**src/rtl/svcut_pkg.sv**
```systemverilog
// servo cut sequencer package: phase and opcode codes, register indexes, field widths
// no dependencies; used by servo_cut_sequencer
`timescale 1ns / 1ps

package svcut_pkg;

	localparam int ANGLE_W   = 8;
	localparam int COUNT_W   = 8;
	localparam int DELAY_W   = 16;
	localparam int PWM_W     = 15;
	localparam int OPCODE_W  = 2;
	localparam int CFG_IDX_W = 3;
	localparam int CFG_DAT_W = 16;
	localparam int ANGLE_NUM = 1 << ANGLE_W;

	typedef enum logic [1:0] {
		PH_IDLE      = 2'd0,
		PH_START     = 2'd1,
		PH_CUTTING   = 2'd2,
		PH_RELEASING = 2'd3
	} phase_t;

	typedef enum logic [OPCODE_W-1:0] {
		OP_TICK      = 2'd0,
		OP_START     = 2'd1,
		OP_SET_ANGLE = 2'd2
	} op_t;

	typedef enum logic [CFG_IDX_W-1:0] {
		REG_CUT_ANGLE     = 3'd0,
		REG_MID_REL_ANGLE = 3'd1,
		REG_OFF_ANGLE     = 3'd2,
		REG_CUT_DELAY     = 3'd3,
		REG_REL_DELAY     = 3'd4,
		REG_CUT_ENABLE    = 3'd5
	} reg_idx_t;

	localparam logic [ANGLE_W-1:0] CUT_ANGLE_RST     = 8'd180;
	localparam logic [ANGLE_W-1:0] MID_REL_ANGLE_RST = 8'd90;
	localparam logic [ANGLE_W-1:0] OFF_ANGLE_RST     = 8'd0;
	localparam logic [DELAY_W-1:0] CUT_DELAY_RST     = 16'd450;
	localparam logic [DELAY_W-1:0] REL_DELAY_RST     = 16'd450;

endpackage

```
**src/rtl/servo_cut_sequencer.sv**
```systemverilog
// servo cut sequencer top level: phase machine, delay timer and angle to compare mapping
// depends on svcut_pkg
`timescale 1ns / 1ps

// Servo cutter sequencer. Each input beat is a tick (one millisecond), a start
// command or a direct set-angle command; each produces exactly one output beat
// carrying the compare value now driving the servo, a flag telling whether this
// beat rewrote it, and the phase after the step. A tick first counts the delay
// timer down (it stops at zero) and then steps the phase machine
// idle -> start -> cutting -> releasing -> start/idle; a start command loads the
// cut count (zero counts as one) and only launches a run from idle. Angles outside
// MIN_ANGLE..MAX_ANGLE are ignored. With cut_enable low the phases still run but
// the sequenced angles leave the compare value alone. Throughput is one beat per
// clock while the result stream is not stalled by m_tready; each beat passes the
// input register and then the result register, with the phase update and a
// single constant-table lookup for the angle mapping between them. Configuration
// writes are always accepted and should only be done while no beat is in flight.
module servo_cut_sequencer #(
	parameter int MIN_ANGLE = 0,
	parameter int MAX_ANGLE = 180,
	parameter int MIN_PULSE = 7373,
	parameter int MAX_PULSE = 17203
) (
	input  logic        clk,
	input  logic        arst_n,
	// input stream
	input  logic        s_tvalid,
	output logic        s_tready,
	input  logic [15:0] s_tdata,   // [7:0] cut_count, [15:8] angle
	input  logic [1:0]  s_tuser,   // [1:0] opcode
	// result stream
	output logic        m_tvalid,
	input  logic        m_tready,
	output logic [15:0] m_tdata,   // [14:0] pwm_compare, [15] zero
	output logic [2:0]  m_tuser,   // [0] pwm_updated, [2:1] status
	// register write channel
	input  logic        cfg_valid,
	output logic        cfg_ready,
	input  logic [2:0]  cfg_index,
	input  logic [15:0] cfg_data
);

	localparam int ASPAN = MAX_ANGLE - MIN_ANGLE;
	localparam int PSPAN = MAX_PULSE - MIN_PULSE;
	localparam int ADIV  = (ASPAN > 0) ? ASPAN : 1;

	// configuration registers
	logic [svcut_pkg::ANGLE_W-1:0] cut_angle_q;
	logic [svcut_pkg::ANGLE_W-1:0] mid_rel_angle_q;
	logic [svcut_pkg::ANGLE_W-1:0] off_angle_q;
	logic [svcut_pkg::DELAY_W-1:0] cut_delay_q;
	logic [svcut_pkg::DELAY_W-1:0] rel_delay_q;
	logic                          cut_enable_q;

	// input stage
	logic                            valid_s1;
	logic [svcut_pkg::OPCODE_W-1:0]  opcode_s1;
	logic [svcut_pkg::COUNT_W-1:0]   cut_count_s1;
	logic [svcut_pkg::ANGLE_W-1:0]   angle_s1;

	// sequencer state
	svcut_pkg::phase_t             phase_q, phase_d;
	logic [svcut_pkg::COUNT_W-1:0] cuts_left_q, cuts_left_d;
	logic [svcut_pkg::DELAY_W-1:0] delay_left_q, delay_left_d;
	logic [svcut_pkg::PWM_W-1:0]   compare_q, compare_d;

	// result register
	logic                          m_tvalid_q;
	logic [svcut_pkg::PWM_W-1:0]   pwm_compare_s2;
	logic                          pwm_updated_s2;
	logic [1:0]                    status_s2;

	logic                          advance;
	logic                          step;
	logic                          upd;
	logic                          map_req;
	logic [svcut_pkg::ANGLE_W-1:0] map_angle;
	logic [svcut_pkg::DELAY_W-1:0] delay_dec;

	// angle to compare value table, worked out at elaboration
	logic [svcut_pkg::PWM_W-1:0] map_val [svcut_pkg::ANGLE_NUM];
	logic                        map_ok  [svcut_pkg::ANGLE_NUM];

	for (genvar g = 0; g < svcut_pkg::ANGLE_NUM; g++) begin : g_map
		localparam int MAPV = (ASPAN > 0) ?
			((g - MIN_ANGLE) * PSPAN / ADIV + MIN_PULSE) : MIN_PULSE;
		localparam bit OK = (g >= MIN_ANGLE) && (g <= MAX_ANGLE);
		assign map_val[g] = svcut_pkg::PWM_W'(MAPV);
		assign map_ok[g]  = OK;
	end

	// handshakes: the result register frees up when its beat is taken
	assign advance   = !m_tvalid_q || m_tready;
	assign s_tready  = !valid_s1 || advance;
	assign step      = valid_s1 && advance;
	assign cfg_ready = 1'b1;

	assign m_tvalid = m_tvalid_q;
	assign m_tdata  = {1'b0, pwm_compare_s2};
	assign m_tuser  = {status_s2, pwm_updated_s2};

	always_ff @(posedge clk or negedge arst_n) begin
		if (!arst_n) begin
			cut_angle_q     <= svcut_pkg::CUT_ANGLE_RST;
			mid_rel_angle_q <= svcut_pkg::MID_REL_ANGLE_RST;
			off_angle_q     <= svcut_pkg::OFF_ANGLE_RST;
			cut_delay_q     <= svcut_pkg::CUT_DELAY_RST;
			rel_delay_q     <= svcut_pkg::REL_DELAY_RST;
			cut_enable_q    <= 1'b1;
		end else if (cfg_valid) begin
			case (svcut_pkg::reg_idx_t'(cfg_index))
				svcut_pkg::REG_CUT_ANGLE:     cut_angle_q     <= cfg_data[7:0];
				svcut_pkg::REG_MID_REL_ANGLE: mid_rel_angle_q <= cfg_data[7:0];
				svcut_pkg::REG_OFF_ANGLE:     off_angle_q     <= cfg_data[7:0];
				svcut_pkg::REG_CUT_DELAY:     cut_delay_q     <= cfg_data;
				svcut_pkg::REG_REL_DELAY:     rel_delay_q     <= cfg_data;
				svcut_pkg::REG_CUT_ENABLE:    cut_enable_q    <= cfg_data[0];
				default: ;
			endcase
		end
	end

	// input register
	always_ff @(posedge clk or negedge arst_n) begin
		if (!arst_n) begin
			valid_s1 <= 1'b0;
		end else if (s_tready) begin
			valid_s1 <= s_tvalid;
		end
	end

	always_ff @(posedge clk) begin
		if (s_tready && s_tvalid) begin
			opcode_s1    <= s_tuser;
			cut_count_s1 <= s_tdata[7:0];
			angle_s1     <= s_tdata[15:8];
		end
	end

	// sequencer state register, updated once per processed beat
	always_ff @(posedge clk or negedge arst_n) begin
		if (!arst_n) begin
			phase_q      <= svcut_pkg::PH_IDLE;
			cuts_left_q  <= svcut_pkg::COUNT_W'(1);
			delay_left_q <= svcut_pkg::CUT_DELAY_RST;
			compare_q    <= svcut_pkg::PWM_W'(MIN_PULSE);
		end else if (step) begin
			phase_q      <= phase_d;
			cuts_left_q  <= cuts_left_d;
			delay_left_q <= delay_left_d;
			compare_q    <= compare_d;
		end
	end

	assign delay_dec = (delay_left_q != '0) ?
		delay_left_q - svcut_pkg::DELAY_W'(1) : '0;

	// next state; any angle command goes through the one table lookup
	always_comb begin
		phase_d      = phase_q;
		cuts_left_d  = cuts_left_q;
		delay_left_d = delay_left_q;
		map_req      = 1'b0;
		map_angle    = angle_s1;
		case (svcut_pkg::op_t'(opcode_s1))
			svcut_pkg::OP_TICK: begin
				delay_left_d = delay_dec;
				case (phase_q)
					svcut_pkg::PH_START: begin
						delay_left_d = cut_delay_q;
						map_req      = cut_enable_q;
						map_angle    = cut_angle_q;
						phase_d      = svcut_pkg::PH_CUTTING;
					end
					svcut_pkg::PH_CUTTING: begin
						if (delay_dec == '0) begin
							// between cuts park at mid release, after the last at rest
							map_req      = cut_enable_q;
							map_angle    = (cuts_left_q > svcut_pkg::COUNT_W'(1)) ?
								mid_rel_angle_q : off_angle_q;
							phase_d      = svcut_pkg::PH_RELEASING;
							delay_left_d = rel_delay_q;
						end
					end
					svcut_pkg::PH_RELEASING: begin
						if (delay_dec == '0) begin
							cuts_left_d = cuts_left_q - svcut_pkg::COUNT_W'(1);
							phase_d     = (cuts_left_d == '0) ?
								svcut_pkg::PH_IDLE : svcut_pkg::PH_START;
						end
					end
					default: ;
				endcase
			end
			svcut_pkg::OP_START: begin
				cuts_left_d = (cut_count_s1 == '0) ? svcut_pkg::COUNT_W'(1) : cut_count_s1;
				if (phase_q == svcut_pkg::PH_IDLE) begin
					phase_d = svcut_pkg::PH_START;
				end
			end
			svcut_pkg::OP_SET_ANGLE: begin
				map_req   = 1'b1;
				map_angle = angle_s1;
			end
			default: ;
		endcase
		upd       = map_req && map_ok[map_angle];
		compare_d = upd ? map_val[map_angle] : compare_q;
	end

	// result register
	always_ff @(posedge clk or negedge arst_n) begin
		if (!arst_n) begin
			m_tvalid_q <= 1'b0;
		end else if (advance) begin
			m_tvalid_q <= valid_s1;
		end
	end

	always_ff @(posedge clk) begin
		if (step) begin
			pwm_compare_s2 <= compare_d;
			pwm_updated_s2 <= upd;
			status_s2      <= phase_d;
		end
	end

	// idle is only reached with the run used up, or straight out of reset
	assert property (@(posedge clk) disable iff (!arst_n)
		phase_q == svcut_pkg::PH_IDLE |-> cuts_left_q <= svcut_pkg::COUNT_W'(1))
		else $error("idle phase with cuts still pending");

	// a processed beat always lands in the result register
	assert property (@(posedge clk) disable iff (!arst_n)
		step |=> m_tvalid_q)
		else $error("processed beat lost before result register");

	// the compare value only moves on a beat that reports an update
	assert property (@(posedge clk) disable iff (!arst_n)
		!(step && upd) |=> $stable(compare_q))
		else $error("compare value changed without update flag");

	// sequencer state holds while no beat is processed
	assert property (@(posedge clk) disable iff (!arst_n)
		!step |=> $stable(phase_q) && $stable(delay_left_q))
		else $error("sequencer state moved without a beat");

endmodule
```
**config.mk**
```make
export PLATFORM = sky130hd
export DESIGN_NAME = servo_cut_sequencer
export DESIGN_NICKNAME = d
export VERILOG_FILES = /design/src/rtl/svcut_pkg.sv /design/src/rtl/servo_cut_sequencer.sv
export SDC_FILE = /design/constraint.sdc
export NUM_CORES = 1
export LEC_CHECK = 0
export ABC_AREA = 1
export BUFFER_PORTS_ARGS = -buffer_cell sky130_fd_sc_hd__buf_2
export CAP_MARGIN = 10
export CORE_UTILIZATION = 60
export DETAILED_ROUTE_END_ITERATION = 8
export PLACE_DENSITY = 0.9
export SLEW_MARGIN = 10
export SYNTH_ARGS = -nofsm -noshare
export SYNTH_HDL_FRONTEND = slang
export SYNTH_SLANG_ARGS = --single-unit
```
**constraint.sdc**
```tcl
create_clock -name clk -period 8.51 [get_ports clk]
set_clock_uncertainty 0.15 [all_clocks]
set_input_delay 1.702 -clock clk [delete_from_list [all_inputs] [get_ports clk]]
set_output_delay 1.702 -clock clk [all_outputs]
set_load 0.01 [all_outputs]
```
==> flow_metrics.tcl <==
set metrics [dict create \
    cts_resized 0 \
    setup_violations 0 \
    postCtsSetupBuffers 0 \
    cp.buffers_inverters 6 \
    setup_slack_ns 2.90 \
    fin_cells 1802 \
    cp_top_family "simple AND/OR/NAND/NOR gates" \
    cp_max_fo 22 \
    intPower_uw 2000 \
    synth_nets 1604 \
    synthAdderAreaFrac 0.0194 \
    row_count 47 \
    r2r_setup_slack_ns 2.90 \
    cp_num_cells 22 \
    crit_required_ns 8.53 \
    syn_area_sq_um 10300 \
    vdd_drop_max_mv 0.231 \
    status "complete, no violations" \
    pwr-share-clk 0.190 \
    synth_top_family_by_area "simple AND/OR/NAND/NOR gates" \
    drc 0 \
    synth_seq_cells 136 \
    firstDrtPassIters 6 \
    critPathLaunch "phase_q[0]$_DFFE_PN0P_" \
    io_buffers 61 \
    dieArea_sq_um 17700 \
    hpwl_mm 22.7 \
    synth.largest_area_cell "nand2_1" \
    final_util 0.673 \
    track_usage 0.393 \
    ys_async_sr_fraction 0.735 \
    p_leak_uw 0.00555 \
    gp_congestion 1.03 \
    finalMaxSlewViolations 0 \
    seq_power_share 0.252 \
    grt_pass1_wl_mm 54.1 \
    die_x_um 133 \
    r2r_end "pwm_compare_s2[4]$_DFFE_PP_" \
    synthMuxAreaShare 0.00328 \
    yosys_warnings 0 \
    max_freq_mhz 178 \
    crit_arrival_ns 5.63 \
    clkTransAtPathRegs_ns 0.07 \
    io_pins 64 \
    clock-sinks 136 \
    wl_mm 33.7 \
    layout_worst_path_cycle_share 0.659 \
    start_kind "flip-flop" \
    vias 11100 \
    cts_root_buf "clkbuf_16" \
    synth_edf_count 36 \
    vias_per_cell 6.16 \
    final_antenna_net_count 0 \
    crit_type "reg2reg" \
    fin_tns_setup_ns 0 \
    syn_avg_cell_area_sq_um 6.67 \
    antenna_found_initial 0 \
    yosysTopAreaCellShare 0.199 \
    die_h_um 133 \
    synth_cell_types 51 \
    dp_cells 1770 \
    cts_hold_buf 0 \
    r2r-start "phase_q[0]$_DFFE_PN0P_" \
    cts_buffer_depth 2 \
    clock_latency_ns 0.43 \
    synthTopCellsByArea "nand2_1 20%, dfrtp_1 17%, edfxtp_1 10%" \
    cts_buffers 17 \
    hold_viol 0 \
    grt_max_degree 60 \
    powerDensity_nw_per_um2 360 \
    crit_path_end "pwm_compare_s2[4]$_DFFE_PP_" \
    synth_commonest_cells "547 x nand2_1, 147 x nand3_1, 129 x nor2_1" \
    endpoint_kind "flip-flop" \
    grt_pass1_vias 10300 \
    slew_headroom 0.240 \
    power.switching_uw 2050 \
    syn2layout_area_growth_pct 9.04 \
    antennaDiodeCount 0 \
    start_util 0.617 \
    tritoncts "built" \
    pwr-share-comb 0.558 \
    switching_share 0.507 \
    drive_gt1_frac 0.138 \
    synth_xor_area_frac 0.00510 \
    path_cells "inv_1, ha_1, inv_1, nor2_4, clkinv_1, a21oi_1, nand2_1, nand2_2, ha_1, inv_1, nand3_1, nand2_1, nand2_1, clkinv_1, nand3_1, nand2_1, inv_2, nand2_1, nor2_1, nand2_1, nor2_1, a21oi_1" \
    synth_most_common_cell "nand2_1" \
    cpPeakStageDelay_ns 0.78 \
    ctsHtreeMaxLevel 4 \
    rsz0062_at_grt "false" \
    ys_dominant_reg_cell "dfrtp_1" \
    synth-compound-area-share 0.149 \
    total_power_uw 4050 \
    syn_inst 1546 \
    core_sq_um 16700 \
    crit_top_cell "nand2_1" \
    hp-class "reg2reg" \
    worst_r2r_path_depth 22 \
    tightest_slew_ns 1.14 \
    drtIter0Drc 1552 \
    wire_per_inst_um 18.7 \
    post-route-min-period_ns 5.61 \
    synthSimpleGateAreaFrac 0.387 \
    ys_seq_area_frac 0.351 \
    slowest_stage "ha_1" \
    grt-ovfl-total 0 \
    nets 1627 \
    pre_cts_ws_ns 3.11 \
    cap_violations 0 \
]
registers in the layout (all words and copies together) (netlist names), 8 cells and up:
| name | count |
|---|---|
| cut_delay_q | 16 |
| delay_left_q | 16 |
| rel_delay_q | 16 |
| compare_q | 15 |
| pwm_compare_s2 | 15 |
| angle_s1 | 8 |
| cut_angle_q | 8 |
| cut_count_s1 | 8 |
| cuts_left_q | 8 |
| mid_rel_angle_q | 8 |
| off_angle_q | 8 |
metal layers:
| layer | GRT usage | vias to the layer above | wire [um] |
|---|---|---|---|
| li1 | - | 5119 | - |
| met1 | 0.521 | 5072 | 13200 |
| met2 | 0.619 | 771 | 15700 |
| met3 | 0.0762 | 138 | 3370 |
| met4 | 0.186 | 0 | 1440 |
| met5 | 0 | - | 0 |
metrics by stage:
| stage | instance area, sq um | hold WS (ns) |
|---|---|---|
| after global routing | 11200 | 0.329 |
| after floorplan | 10300 | 0.292 |
| final | 11200 | 0.318 |
| after global placement | 10600 | 0.304 |
| after CTS | 11200 | 0.320 |
| after detailed placement | 10600 | 0.309 |
cell usage in the layout, fill, tap and decap left out, drive strengths merged, types with 5 or more instances in the layout:
master and n:
dfstp 30, inv 133, xor2 5, dfrtp 70, or2 5, nand4 18
o21ai 143, buf 72, nor2 142, a31oi 12, clkbuf 20, nand3 160
nand2 573, o211ai 8, clkinv 12, a21oi 85, edfxtp 36, ha 16
o221ai 6
worst reg2reg max path, delay by kind of cell, from the launching register on:
| kind | cells | cell delay [ns] |
|---|---|---|
| simple gates | 12 | 1.84 |
| buf+inv | 6 | 1.44 |
| fa+ha+maj | 2 | 1.02 |
| compound gates | 2 | 0.46 |
| flops | 1 | 0.45 |
cell families (layout without fill, tap and decap cells):
kind of cell / count (synthesis) / count (layout)
muxes: 3 / 3
xor gates and xnor gates: 6 / 6
other: 2 / 2
DFF: 136 / 136
adders and majority gates: 16 / 16
buffers and inverters: 202 / 238
AOI/OAI and AO/OA: 271 / 271
and+or+nand+nor: 910 / 910
worst min path at each step:
stage | from | to | slack (ns) | cells past startpoint
final | compare_q[3]$_DFFE_PN1P_ | compare_q[3]$_DFFE_PN1P_ | 0.32 | 2
after global routing | compare_q[7]$_DFFE_PN1P_ | compare_q[7]$_DFFE_PN1P_ | 0.33 | 2
after CTS | compare_q[7]$_DFFE_PN1P_ | compare_q[7]$_DFFE_PN1P_ | 0.32 | 2
after detailed placement | compare_q[7]$_DFFE_PN1P_ | compare_q[7]$_DFFE_PN1P_ | 0.31 | 2
after global placement | compare_q[5]$_DFFE_PN0P_ | compare_q[5]$_DFFE_PN0P_ | 0.30 | 2
after floorplan | compare_q[5]$_DFFE_PN0P_ | compare_q[5]$_DFFE_PN0P_ | 0.29 | 2
final cells by class:
type                       count  area, sq um
clock inverter                12          125
sequential                   136         3620
tap                          220          275
fill                        1431         5460
clock buffer                  20          489
timing repair buffer          72          390
inverter                     134          503
multi-input combinational   1208         5830
power by group through the flow:
stage          combinational, uW  sequential (uW)  clock (uW)
6_report                    2260             1020         767
4_1_cts                     2190             1020         771
3_5_place_dp                2160             1020           0
3_3_place_gp                2130             1010           0
2_1_floorplan               1630             1000           0
5_1_grt                     2490             1040         797
Power figures use the tool's default switching activity.
